[src/hdl/fsuc_pkg.sv]
// shared types, codes and crc function for the flash slot upload checker
package fsuc_pkg;

  localparam int FUNC_W      = 3;
  localparam int SLOT_W      = 8;
  localparam int CRC_W       = 32;
  localparam int OFF_W       = 24;
  localparam int LEN_W       = 16;
  localparam int BYTE_W      = 8;
  localparam int STAT_W      = 4;
  localparam int ACT_W       = 2;
  localparam int ADDR_W      = 24;
  localparam int PIX_W       = 16;
  localparam int CFG_IDX_W   = 2;
  localparam int CFG_DATA_W  = 24;
  localparam int QUEUE_DEPTH = 2;

  localparam logic [FUNC_W-1:0] FN_BEGIN  = 3'd0;
  localparam logic [FUNC_W-1:0] FN_CHUNK  = 3'd1;
  localparam logic [FUNC_W-1:0] FN_DATA   = 3'd2;
  localparam logic [FUNC_W-1:0] FN_FINISH = 3'd3;
  localparam logic [FUNC_W-1:0] FN_ABORT  = 3'd4;
  localparam logic [FUNC_W-1:0] FN_ERASE  = 3'd5;

  localparam logic [STAT_W-1:0] ST_OK          = 4'd0;
  localparam logic [STAT_W-1:0] ST_BUSY        = 4'd1;
  localparam logic [STAT_W-1:0] ST_BAD_SLOT    = 4'd2;
  localparam logic [STAT_W-1:0] ST_NOT_WRITING = 4'd3;
  localparam logic [STAT_W-1:0] ST_OFFSET      = 4'd4;
  localparam logic [STAT_W-1:0] ST_OVERRUN     = 4'd5;
  localparam logic [STAT_W-1:0] ST_SHORT       = 4'd6;
  localparam logic [STAT_W-1:0] ST_CRC         = 4'd7;
  localparam logic [STAT_W-1:0] ST_NO_CHUNK    = 4'd8;

  localparam logic [ACT_W-1:0] ACT_NONE    = 2'd0;
  localparam logic [ACT_W-1:0] ACT_ERASE   = 2'd1;
  localparam logic [ACT_W-1:0] ACT_PROGRAM = 2'd2;
  localparam logic [ACT_W-1:0] ACT_HEADER  = 2'd3;

  localparam logic [CFG_IDX_W-1:0] REG_BUNDLE_BYTES = 2'd0;
  localparam logic [CFG_IDX_W-1:0] REG_SLOT_BYTES   = 2'd1;
  localparam logic [CFG_IDX_W-1:0] REG_SLOT_COUNT   = 2'd2;
  localparam logic [CFG_IDX_W-1:0] REG_PIXEL_OFFSET = 2'd3;

  localparam logic [CRC_W-1:0] CRC_POLY = 32'hEDB8_8320;
  localparam logic [CRC_W-1:0] CRC_INIT = 32'hFFFF_FFFF;

  typedef struct packed {
    logic [FUNC_W-1:0] func;
    logic [SLOT_W-1:0] slot;
    logic              slot_ok;
    logic [ADDR_W-1:0] base;
    logic [CRC_W-1:0]  ecrc;
    logic [OFF_W-1:0]  coff;
    logic [LEN_W-1:0]  clen;
    logic [BYTE_W-1:0] dbyte;
  } fsuc_item_t;

  typedef struct packed {
    logic              accepted;
    logic [STAT_W-1:0] status;
    logic [ACT_W-1:0]  action;
    logic [ADDR_W-1:0] addr;
    logic [BYTE_W-1:0] pbyte;
  } fsuc_result_t;

  function automatic logic [CRC_W-1:0] crc_byte(input logic [CRC_W-1:0] c_in,
                                                input logic [BYTE_W-1:0] b);
    logic [CRC_W-1:0] c;
    c = c_in ^ {{(CRC_W-BYTE_W){1'b0}}, b};
    for (int i = 0; i < BYTE_W; i++) begin
      c = c[0] ? ((c >> 1) ^ CRC_POLY) : (c >> 1);
    end
    return c;
  endfunction

endpackage

[src/hdl/fsuc_front.sv]
// front end: decodes an item, checks its slot and computes the slot base
module fsuc_front (
  input  logic [fsuc_pkg::FUNC_W-1:0] in_func,
  input  logic [fsuc_pkg::SLOT_W-1:0] in_slot,
  input  logic [fsuc_pkg::CRC_W-1:0]  in_expected_crc,
  input  logic [fsuc_pkg::OFF_W-1:0]  in_chunk_offset,
  input  logic [fsuc_pkg::LEN_W-1:0]  in_chunk_length,
  input  logic [fsuc_pkg::BYTE_W-1:0] in_data_byte,
  input  logic [fsuc_pkg::ADDR_W-1:0] slot_bytes,
  input  logic [fsuc_pkg::SLOT_W-1:0] slot_count,
  output fsuc_pkg::fsuc_item_t        item
);
  import fsuc_pkg::*;

  logic [SLOT_W+ADDR_W-1:0] base_full;

  assign base_full = in_slot * slot_bytes;

  always_comb begin
    item.func    = in_func;
    item.slot    = in_slot;
    item.slot_ok = (in_slot < slot_count);
    item.base    = base_full[ADDR_W-1:0];
    item.ecrc    = in_expected_crc;
    item.coff    = in_chunk_offset;
    item.clen    = in_chunk_length;
    item.dbyte   = in_data_byte;
  end

endmodule

[src/hdl/fsuc_queue.sv]
// short register queue between front and back
module fsuc_queue #(
  parameter int DEPTH = fsuc_pkg::QUEUE_DEPTH
) (
  input  logic                 clk,
  input  logic                 rst_n,
  input  logic                 push,
  input  fsuc_pkg::fsuc_item_t push_item,
  output logic                 full,
  input  logic                 pop,
  output logic                 head_valid,
  output fsuc_pkg::fsuc_item_t head_item
);
  import fsuc_pkg::*;

  localparam int PTR_W = (DEPTH > 1) ? $clog2(DEPTH) : 1;
  localparam int CNT_W = $clog2(DEPTH + 1);

  fsuc_item_t        mem_r [DEPTH];
  logic [PTR_W-1:0]  wr_ptr_r, wr_ptr_nxt;
  logic [PTR_W-1:0]  rd_ptr_r, rd_ptr_nxt;
  logic [CNT_W-1:0]  count_r, count_nxt;

  assign full       = (count_r == CNT_W'(DEPTH));
  assign head_valid = (count_r != '0);
  assign head_item  = mem_r[rd_ptr_r];

  always_comb begin
    wr_ptr_nxt = wr_ptr_r;
    rd_ptr_nxt = rd_ptr_r;
    count_nxt  = count_r;
    if (push) begin
      wr_ptr_nxt = (wr_ptr_r == PTR_W'(DEPTH - 1)) ? '0 : wr_ptr_r + 1'b1;
    end
    if (pop) begin
      rd_ptr_nxt = (rd_ptr_r == PTR_W'(DEPTH - 1)) ? '0 : rd_ptr_r + 1'b1;
    end
    if (push && !pop) begin
      count_nxt = count_r + 1'b1;
    end else if (pop && !push) begin
      count_nxt = count_r - 1'b1;
    end
  end

  always_ff @(posedge clk) begin
    if (!rst_n) begin
      wr_ptr_r <= '0;
      rd_ptr_r <= '0;
      count_r  <= '0;
    end else begin
      wr_ptr_r <= wr_ptr_nxt;
      rd_ptr_r <= rd_ptr_nxt;
      count_r  <= count_nxt;
    end
  end

  always_ff @(posedge clk) begin
    if (push) begin
      mem_r[wr_ptr_r] <= push_item;
    end
  end

endmodule

[src/hdl/fsuc_back.sv]
// back end: session state, crc, flash request and output register
module fsuc_back (
  input  logic                        clk,
  input  logic                        rst_n,
  input  logic                        item_valid,
  input  fsuc_pkg::fsuc_item_t        item,
  output logic                        item_take,
  input  logic [fsuc_pkg::OFF_W-1:0]  bundle_bytes,
  input  logic [fsuc_pkg::ADDR_W-1:0] slot_bytes,
  input  logic [fsuc_pkg::PIX_W-1:0]  pixel_offset,
  output logic                        res_valid,
  input  logic                        res_ready,
  output fsuc_pkg::fsuc_result_t      res
);
  import fsuc_pkg::*;

  logic              open_r, open_nxt;
  logic [SLOT_W-1:0] tslot_r, tslot_nxt;
  logic [OFF_W-1:0]  bw_r, bw_nxt;
  logic [CRC_W-1:0]  goal_r, goal_nxt;
  logic [CRC_W-1:0]  crc_r, crc_nxt;
  logic [LEN_W-1:0]  rem_r, rem_nxt;
  logic [ADDR_W-1:0] tbase_r, tbase_nxt;
  logic [ADDR_W-1:0] tpix_r, tpix_nxt;
  logic              out_valid_r;
  fsuc_result_t      out_r, result;

  logic [SLOT_W+ADDR_W-1:0] prod;
  logic [OFF_W:0]           chunk_end;

  assign item_take = item_valid && (!out_valid_r || res_ready);
  assign res_valid = out_valid_r;
  assign res       = out_r;

  assign prod      = tslot_r * slot_bytes;
  assign chunk_end = {1'b0, bw_r} + {{(OFF_W+1-LEN_W){1'b0}}, item.clen};

  always_comb begin
    open_nxt  = open_r;
    tslot_nxt = tslot_r;
    bw_nxt    = bw_r;
    goal_nxt  = goal_r;
    crc_nxt   = crc_r;
    rem_nxt   = rem_r;
    tbase_nxt = prod[ADDR_W-1:0];
    tpix_nxt  = prod[ADDR_W-1:0] + {{(ADDR_W-PIX_W){1'b0}}, pixel_offset};
    result    = '0;
    if (item_take) begin
      case (item.func)
        FN_BEGIN: begin
          if (open_r) begin
            result.status = ST_BUSY;
          end else if (!item.slot_ok) begin
            result.status = ST_BAD_SLOT;
          end else begin
            result.accepted = 1'b1;
            result.action   = ACT_ERASE;
            result.addr     = item.base;
            open_nxt        = 1'b1;
            tslot_nxt       = item.slot;
            bw_nxt          = '0;
            goal_nxt        = item.ecrc;
            crc_nxt         = CRC_INIT;
            rem_nxt         = '0;
            tbase_nxt       = item.base;
            tpix_nxt        = item.base + {{(ADDR_W-PIX_W){1'b0}}, pixel_offset};
          end
        end
        FN_CHUNK: begin
          if (!open_r) begin
            result.status = ST_NOT_WRITING;
          end else if (item.coff != bw_r) begin
            result.status = ST_OFFSET;
          end else if (chunk_end > {1'b0, bundle_bytes}) begin
            result.status = ST_OVERRUN;
          end else begin
            result.accepted = 1'b1;
            rem_nxt         = item.clen;
          end
        end
        FN_DATA: begin
          if (!open_r) begin
            result.status = ST_NOT_WRITING;
          end else if (rem_r == '0) begin
            result.status = ST_NO_CHUNK;
          end else begin
            result.accepted = 1'b1;
            result.action   = ACT_PROGRAM;
            result.addr     = tpix_r + bw_r;
            result.pbyte    = item.dbyte;
            crc_nxt         = crc_byte(crc_r, item.dbyte);
            bw_nxt          = bw_r + 1'b1;
            rem_nxt         = rem_r - 1'b1;
          end
        end
        FN_FINISH: begin
          if (!open_r) begin
            result.status = ST_NOT_WRITING;
          end else begin
            open_nxt = 1'b0;
            rem_nxt  = '0;
            if (bw_r != bundle_bytes) begin
              result.status = ST_SHORT;
            end else if (~crc_r != goal_r) begin
              result.status = ST_CRC;
            end else begin
              result.accepted = 1'b1;
              result.action   = ACT_HEADER;
              result.addr     = tbase_r;
            end
          end
        end
        FN_ABORT: begin
          if (!open_r) begin
            result.status = ST_NOT_WRITING;
          end else begin
            result.accepted = 1'b1;
            open_nxt        = 1'b0;
            rem_nxt         = '0;
          end
        end
        FN_ERASE: begin
          if (open_r) begin
            result.status = ST_BUSY;
          end else if (!item.slot_ok) begin
            result.status = ST_BAD_SLOT;
          end else begin
            result.accepted = 1'b1;
            result.action   = ACT_ERASE;
            result.addr     = item.base;
          end
        end
        default: begin
          result = '0;
        end
      endcase
    end
  end

  always_ff @(posedge clk) begin
    if (!rst_n) begin
      open_r      <= 1'b0;
      tslot_r     <= '0;
      bw_r        <= '0;
      goal_r      <= '0;
      crc_r       <= CRC_INIT;
      rem_r       <= '0;
      tbase_r     <= '0;
      tpix_r      <= '0;
      out_valid_r <= 1'b0;
    end else begin
      open_r  <= open_nxt;
      tslot_r <= tslot_nxt;
      bw_r    <= bw_nxt;
      goal_r  <= goal_nxt;
      crc_r   <= crc_nxt;
      rem_r   <= rem_nxt;
      tbase_r <= tbase_nxt;
      tpix_r  <= tpix_nxt;
      if (item_take) begin
        out_valid_r <= 1'b1;
      end else if (res_ready) begin
        out_valid_r <= 1'b0;
      end
    end
  end

  always_ff @(posedge clk) begin
    if (item_take) begin
      out_r <= result;
    end
  end

endmodule

[src/hdl/flash_slot_upload_checker_top.sv]
// top level of the flash slot upload checker
//
// channel  direction  handshake             payload
// in       input      in_valid / in_ready   func, slot, expected_crc, chunk offset/length, byte
// out      output     out_valid / out_ready accepted, status, flash action/address, byte
// cfg      input      cfg_we                cfg_index, cfg_wdata
//
// one item per cycle unless out_ready stalls; each item goes via the queue and output register
// the back end resolves an item combinationally, including a byte-wide crc update
// reset is synchronous, active low; all but data registers reset to zero, crc to all ones
// in_ready drops only when the queue is full; the output register takes a new
// result in the same cycle the previous one is taken
module flash_slot_upload_checker_top #(
  parameter int QUEUE_DEPTH = fsuc_pkg::QUEUE_DEPTH
) (
  input  logic                            clk,
  input  logic                            rst_n,
  input  logic                            in_valid,
  output logic                            in_ready,
  input  logic [fsuc_pkg::FUNC_W-1:0]     in_func,
  input  logic [fsuc_pkg::SLOT_W-1:0]     in_slot,
  input  logic [fsuc_pkg::CRC_W-1:0]      in_expected_crc,
  input  logic [fsuc_pkg::OFF_W-1:0]      in_chunk_offset,
  input  logic [fsuc_pkg::LEN_W-1:0]      in_chunk_length,
  input  logic [fsuc_pkg::BYTE_W-1:0]     in_data_byte,
  output logic                            out_valid,
  input  logic                            out_ready,
  output logic                            out_accepted,
  output logic [fsuc_pkg::STAT_W-1:0]     out_status,
  output logic [fsuc_pkg::ACT_W-1:0]      out_flash_action,
  output logic [fsuc_pkg::ADDR_W-1:0]     out_flash_address,
  output logic [fsuc_pkg::BYTE_W-1:0]     out_program_byte,
  input  logic                            cfg_we,
  input  logic [fsuc_pkg::CFG_IDX_W-1:0]  cfg_index,
  input  logic [fsuc_pkg::CFG_DATA_W-1:0] cfg_wdata
);
  import fsuc_pkg::*;

  logic [OFF_W-1:0]  bundle_bytes_r;
  logic [ADDR_W-1:0] slot_bytes_r;
  logic [SLOT_W-1:0] slot_count_r;
  logic [PIX_W-1:0]  pixel_offset_r;

  fsuc_item_t   front_item;
  fsuc_item_t   head_item;
  fsuc_result_t res;
  logic         q_full;
  logic         q_push;
  logic         q_pop;
  logic         q_valid;

  always_ff @(posedge clk) begin
    if (!rst_n) begin
      bundle_bytes_r <= '0;
      slot_bytes_r   <= '0;
      slot_count_r   <= '0;
      pixel_offset_r <= '0;
    end else if (cfg_we) begin
      case (cfg_index)
        REG_BUNDLE_BYTES: bundle_bytes_r <= cfg_wdata[OFF_W-1:0];
        REG_SLOT_BYTES:   slot_bytes_r   <= cfg_wdata[ADDR_W-1:0];
        REG_SLOT_COUNT:   slot_count_r   <= cfg_wdata[SLOT_W-1:0];
        REG_PIXEL_OFFSET: pixel_offset_r <= cfg_wdata[PIX_W-1:0];
        default: begin
          bundle_bytes_r <= bundle_bytes_r;
        end
      endcase
    end
  end

  assign in_ready = !q_full;
  assign q_push   = in_valid && !q_full;

  fsuc_front u_front (
    .in_func         (in_func),
    .in_slot         (in_slot),
    .in_expected_crc (in_expected_crc),
    .in_chunk_offset (in_chunk_offset),
    .in_chunk_length (in_chunk_length),
    .in_data_byte    (in_data_byte),
    .slot_bytes      (slot_bytes_r),
    .slot_count      (slot_count_r),
    .item            (front_item)
  );

  fsuc_queue #(
    .DEPTH (QUEUE_DEPTH)
  ) u_queue (
    .clk        (clk),
    .rst_n      (rst_n),
    .push       (q_push),
    .push_item  (front_item),
    .full       (q_full),
    .pop        (q_pop),
    .head_valid (q_valid),
    .head_item  (head_item)
  );

  fsuc_back u_back (
    .clk          (clk),
    .rst_n        (rst_n),
    .item_valid   (q_valid),
    .item         (head_item),
    .item_take    (q_pop),
    .bundle_bytes (bundle_bytes_r),
    .slot_bytes   (slot_bytes_r),
    .pixel_offset (pixel_offset_r),
    .res_valid    (out_valid),
    .res_ready    (out_ready),
    .res          (res)
  );

  assign out_accepted      = res.accepted;
  assign out_status        = res.status;
  assign out_flash_action  = res.action;
  assign out_flash_address = res.addr;
  assign out_program_byte  = res.pbyte;

endmodule

[config.mk]
export PLATFORM = sky130hd
export DESIGN_NAME = flash_slot_upload_checker_top
export DESIGN_NICKNAME = d
export VERILOG_FILES = /design/src/hdl/fsuc_pkg.sv /design/src/hdl/fsuc_front.sv /design/src/hdl/fsuc_queue.sv /design/src/hdl/fsuc_back.sv /design/src/hdl/flash_slot_upload_checker_top.sv
export SDC_FILE = /design/constraint.sdc
export NUM_CORES = 2
export LEC_CHECK = 0
export ABC_AREA = 1
export BUFFER_PORTS_ARGS = -buffer_cell sky130_fd_sc_hd__buf_2
export CORE_AREA = 2 2 324 326
export CTS_CLUSTER_SIZE = 30
export DETAILED_ROUTE_END_ITERATION = 10
export DIE_AREA = 0 0 326 328
export PLACE_DENSITY = 0.48
export RECOVER_POWER = 100
export SYNTH_ARGS = -nofsm -noshare
export SYNTH_HDL_FRONTEND = slang
export SYNTH_SLANG_ARGS = --single-unit
[constraint.sdc]
create_clock -name clk -period 9.2 [get_ports clk]
set_input_delay 0.92 -clock clk [delete_from_list [all_inputs] [get_ports clk]]
set_output_delay 0.92 -clock clk [all_outputs]
set_load 0.01 [all_outputs]
After elaboration in Yosys (flattened, before gate mapping)
Memory sizes are Yosys's and may differ from the RTL's. A register that Yosys moved wholly into a read port is not among the register bits.
Index checks and enable logic that the tools add are counted.
{ "classes": {"n_addsub": 10, "n_mul": 2, "n_lt_le_gt_ge": 2, "n_eq_ne": 20, "mux": 78, "n_bitwise": 12, "reduce_logical": 29} }
{ "ops": {"columns": ["operator", "n"], "rows": [
  ["32-bit two-way mux", 12],
  ["24-bit two-way mux", 12],
  ["16-bit two-way mux", 8],
  ["13-bit NOT with 14-bit output", 8],
  ["26-bit two-way mux", 3],
  ["26-bit case mux with 3 select lines", 1],
  ["34-bit two-way mux", 2],
  ["16-bit case mux with 4 select lines", 1],
  ["32-bit case mux with 2 select lines", 1],
  ["25-bit two-way mux", 2],
  ["24-bit by 16-bit adder with 24-bit output", 2],
  ["8-bit by 24-bit multiplier with 24-bit output", 2],
  ["24-bit != test", 2],
  ["24-bit case mux with 2 select lines", 1],
  ["32-bit != test", 1],
  ["32-bit NOT", 1],
  ["32-bit by 8-bit bitwise XOR with 32-bit output", 1],
  ["4-bit two-way mux", 7],
  ["24-bit by 16-bit adder with 25-bit output", 1],
  ["25-bit by 24-bit > comparator with 1-bit output", 1],
  ["5-bit case mux with 5 select lines", 1],
  ["24-bit by 1-bit adder with 24-bit output (second input constant)", 1],
  ["24-bit adder", 1],
  ["1-bit two-way mux", 20],
  ["other kinds (30)", 61]
]} }
{ "word_totals": {"ff_bits": 277, "ram_bits": 232, "inputBits": 122, "output_inout_bits": 41, "elab_cells": 175, "n_memories": 1} }
{ "memory_table": {"columns": ["memory", "words", "word_bits", "rd", "rd_clocked_by_memory_dff", "write_ports", "line", "rtl"], "rows": [
  ["u_queue.mem_r", 2, 116, 1, 1, 1, "fsuc_queue.sv:19", "fsuc_item_t mem_r [DEPTH];"]
]} }

Longest topological paths before layout
{ "depth": {"ltp_word": 20, "depth_mapped": 34, "ltp_nobuf": 32} }

By module
From an unflattened synthesis, not the netlist that was laid out.
{ "hier_totals": {"cells_unflattened": 4775, "area_unflattened_um2": 38409.3} }
{ "modules_own_cells": {"columns": ["mod", "n_inst", "cells_per_inst", "area_per_inst_um2", "seq_area_each_um2"], "rows": [
  ["fsuc_back", 1, 3003, 20502.2, 4414.2],
  ["fsuc_queue", 1, 396, 8753.4, 7066.8],
  ["fsuc_front", 1, 907, 6124.6, 0.0],
  ["flash_slot_upload_checker_top", 1, 469, 3029.2, 1441.4]
]} }

Worst setup path after synthesis
OpenSTA, ideal clock, no wires.
{ "synth_path": {"path_kind": "input to register", "startpoint": "in in_valid", "endpoint": "mem u_queue.mem_r[1][0] (netlist bit), enable pin", "setup_ps": 593, "arrival_ps": 5853, "t_required_ps": 8607, "slack_ps": 2753, "cell_stages": 2, "n_path_buf": 0, "cell_sequence": "nand2_1 > nor2_1"} }
{ "synth_between": {"elab_chain_cells": 3} }
{ "synth_lines": {"columns": ["item", "line", "rtl"], "rows": [
  ["start, declared", "flash_slot_upload_checker_top.sv:18", "input logic in_valid,"],
  ["1-bit logical AND", "flash_slot_upload_checker_top.sv:72", "assign q_push = in_valid && !q_full;"],
  ["1-bit two-way mux", "fsuc_queue.sv:58", "if (push) begin"],
  ["1-bit two-way mux (implied by the code)", "fsuc_queue.sv:59", "mem_r[wr_ptr_r] <= push_item;"],
  ["end, declared", "fsuc_queue.sv:19", null]
]} }
No other way between the ends.

==> metrics.md <==
| Metric | Value |
|---|---|
| Worst Skew | 27.8 ps |
| I/O pin count | 163 |
| Root buf cell | clkbuf_16 |
| Sequential cell fraction of total power | 34.2% |
| Internal cell power | 0.00546 W |
| Layout cells sized above 1 | 5.83% |
| Pins Over Slew Limit | 626 |
| Post-synth EDFFs | 271 |
| Setup violations, final | 0 |
| Antenna violations before repair | 10 |
| Syn avg cell area | 8.30 um2 |
| Switching part of the total | 40.2% |
| Fmax | 134 MHz |
| Storage element area | 0.0129 mm2 |
| Die width | 326 um |
| Leak | 17.9 nW |
| Worst Tran Pin Value | 4410 ps |
| Row Count | 118 |
| Warnings, synthesis | 0 |
| Post-route cell area | 0.0398 mm2 |
| Vias/cell | 4.93 |
| Most common cell after layout, fill and taps aside | nand2_1 |
| Comb pwr share | 39.1% |
| Power per cell area | 230 mW/mm2 |
| Final period utilization | 81.0% |
| Critical path class | reg -> reg |
| Number of global-route vias before repair | 27,990 |
| Synthesized netlist cell count | 4,329 |
| WL/cell | 19.5 um |
| Psw | 0.00367 W |
| Post-CTS Setup Bufs | 0 |
| DR iter-0 viols | 2,164 |
| Worst slew margin | -194% |
| Synth Flop Type | edfxtp_1 |
| Fin. Hold Viols | 0 |
| Clock Pin Slew Worst Setup and Hold Paths | 60 ps |
| H-tree depth | 2 |
| Cell Area, Placed | 0.0379 mm2 |
| CTS tree | done |
| Outcome | complete, but fails checks |
| CP arrival | 7920 ps |
| Initial cell density of the core | 34.8% |
| PortBufs | 162 |
| Fill count | 10,591 |
| Setup_tns | 0 ps |
| Post-synth ARST share | 0% |
| Post-synth top area cell | edfxtp_1 |
| Area Growth Syn to Fin | 10.7% |
| Resized Gates After CTS | 0 |
| Yosys top cell area share | 22.7% |
| CP Launch Type | register |
| Routability-driven placement congestion ratio | 0.910 |
| Clock sinks | 510 |
| Top cells by area, synth | edfxtp_1, dfxtp_1, fa_1 |
| TritonCTS Buffers | 59 |
| WL final | 114 mm |
| Net count, final | 4,908 |
| CP required | 9670 ps |
| Max Cap Viol | 12 |
| #FFs+latches synth | 510 |
| Netlist cell types | 61 |
| CORE AREA | 0.103 mm2 |
| GR Overflow Total | 0 |
| Worst-case clock buffer depth | 3 |
| Max Fanout on Critical Path | 62 |
| Most frequent cells in the layout | nand2_1, inv_1, nor2_1, a21oi_1, o21ai_0 |
| First-pass GRT wire length | 173 mm |
| Gr usage total | 21.1% |
| Min-Delay Path Class | in -> reg |
| Clock power share | 26.7% |
| Multi-input logic area | 0.0196 mm2 |
| CP endpoint kind | register |
| DRC viols | 0 |
| Syn_nets | 4,842 |
| Violated checks | max-capacitance violations, max-slew violations |
| RSZ-0062 raised after global routing | no |
| Clk_lat worst skew | 670 ps |
| VDD IR-drop max | 0.155 mV |
| Post-synth design cell area | 0.0359 mm2 |
| Hold buffer count at CTS | 0 |
| Via Count | 28,725 |
| Largest net degree at the start of global routing | 72 |
| DRT Pass-1 Iters | 7 |
| Tmin final | 7450 ps |
| Die ar. | 0.107 mm2 |
| Die Ht | 328 um |
| Detailed Place HPWL | 85.9 mm |
| WHS | 441 ps |
| Final ANT Viol Nets | 0 |
| Seq/Total Area, Yosys | 36.0% |
## metrics by stage
step           total power, W  cells  utilization (%)  setup WS [ps]
2_1_floorplan         0.00563   4329                -           2750
3_3_place_gp          0.00676   5714             36.8           2850
3_5_place_dp          0.00677   5714             36.8           2730
4_1_cts               0.00924   5826             38.7           2700
5_1_grt               0.00973   5829             38.5           1140
6_report              0.00913   5831             38.5           1750
## cell families after synthesis
kind of cell | synth area share (%)
AO/OA/AOI/OAI | 11.6
AND/OR/NAND/NOR | 16.9
buffers and inverters | 9.60
adder cells (fa/ha/maj) | 18.2
multiplexers | 1.92
flip-flops | 36.0
XOR/XNOR | 5.74
## metal layers
metal / vias up / global-route usage, % / wire length, um
met5: - / 0 / 27
met4: 4 / 4.92 / 2560
met3: 123 / 2.50 / 5270
met2: 601 / 34.8 / 52900
met1: 13894 / 29.5 / 52900
li1: 14103 / - / -
## final cells by class
type / instances / share of cell area [%]
Multi-Input combinational cell: 2922 / 49.2
Sequential cell: 510 / 32.5
Inverter: 711 / 6.71
Tap cell: 1380 / 4.34
Clock buffer: 82 / 4.16
Timing Repair Buffer: 191 / 2.19
Clock inverter: 30 / 0.881
Antenna cell: 5 / 0.0315
## power groups by stage
stage	Sequential, W	Combinational (W)	Clock (W)
global route	0.00318	0.00397	0.00258
CTS	0.00311	0.00363	0.00250
global placement	0.00315	0.00361	0
finish	0.00313	0.00357	0.00244
floorplan	0.00311	0.00252	0
detailed placement	0.00315	0.00361	0
## critical path: stages (launching register included)
cell      delay, ps
dfxtp_4         480
clkbuf_1       1530
buf_4           820
o21ai_0         590
nor2_1         1150
buf_4           400
inv_2           250
nor2_1          200
inv_1            80
nor2_2          370
inv_1           330
buf_4           330
a21oi_1         150
o21ai_0         180
nand3_1         260
## sequential cells by signal (all words and copies together) (netlist names), named ones only
| register | count |
|---|---|
| u_queue.mem_r | 232 |
| u_back.res | 39 |
| u_back.crc_r | 32 |
| u_back.goal_r | 32 |
| bundle_bytes_r | 24 |
| slot_bytes_r | 24 |
| u_back.bw_r | 24 |
| u_back.tbase_r | 24 |
| u_back.tpix_r | 24 |
| pixel_offset_r | 16 |
| u_back.rem_r | 16 |
| slot_count_r | 8 |
| u_back.tslot_r | 8 |
| u_queue.count_r | 2 |
| u_back.open_r | 1 |
| u_back.res_valid | 1 |
| u_queue.rd_ptr_r | 1 |
| u_queue.wr_ptr_r | 1 |
## worst paths after layout
kind	slack [ps]	endpoint	cells past startpoint	start
worst max-delay path	1750	u_back.res[29]	14	register
worst min-delay path	440	u_queue.mem_r[0][5]	1	in_data_byte[5]
worst max register to register	1750	u_back.res[29]	14	register
worst min register to register	460	u_queue.rd_ptr_r	1	u_queue.rd_ptr_r
## Yosys cell counts (30+ instances only)
cell,count
a21oi_1,316
clkbuf_1,141
edfxtp_1,271
nor2_1,336
xor2_1,135
o21ai_0,294
a211oi_1,36
ha_1,171
mux2i_1,35
inv_1,701
mux2_2,30
nor3_1,35
fa_1,220
o211ai_1,30
nand4_1,50
xnor2_1,83
nand3_1,140
nand2_1,858
dfxtp_1,239
No activity file was read; power rests on OpenSTA's default activity.
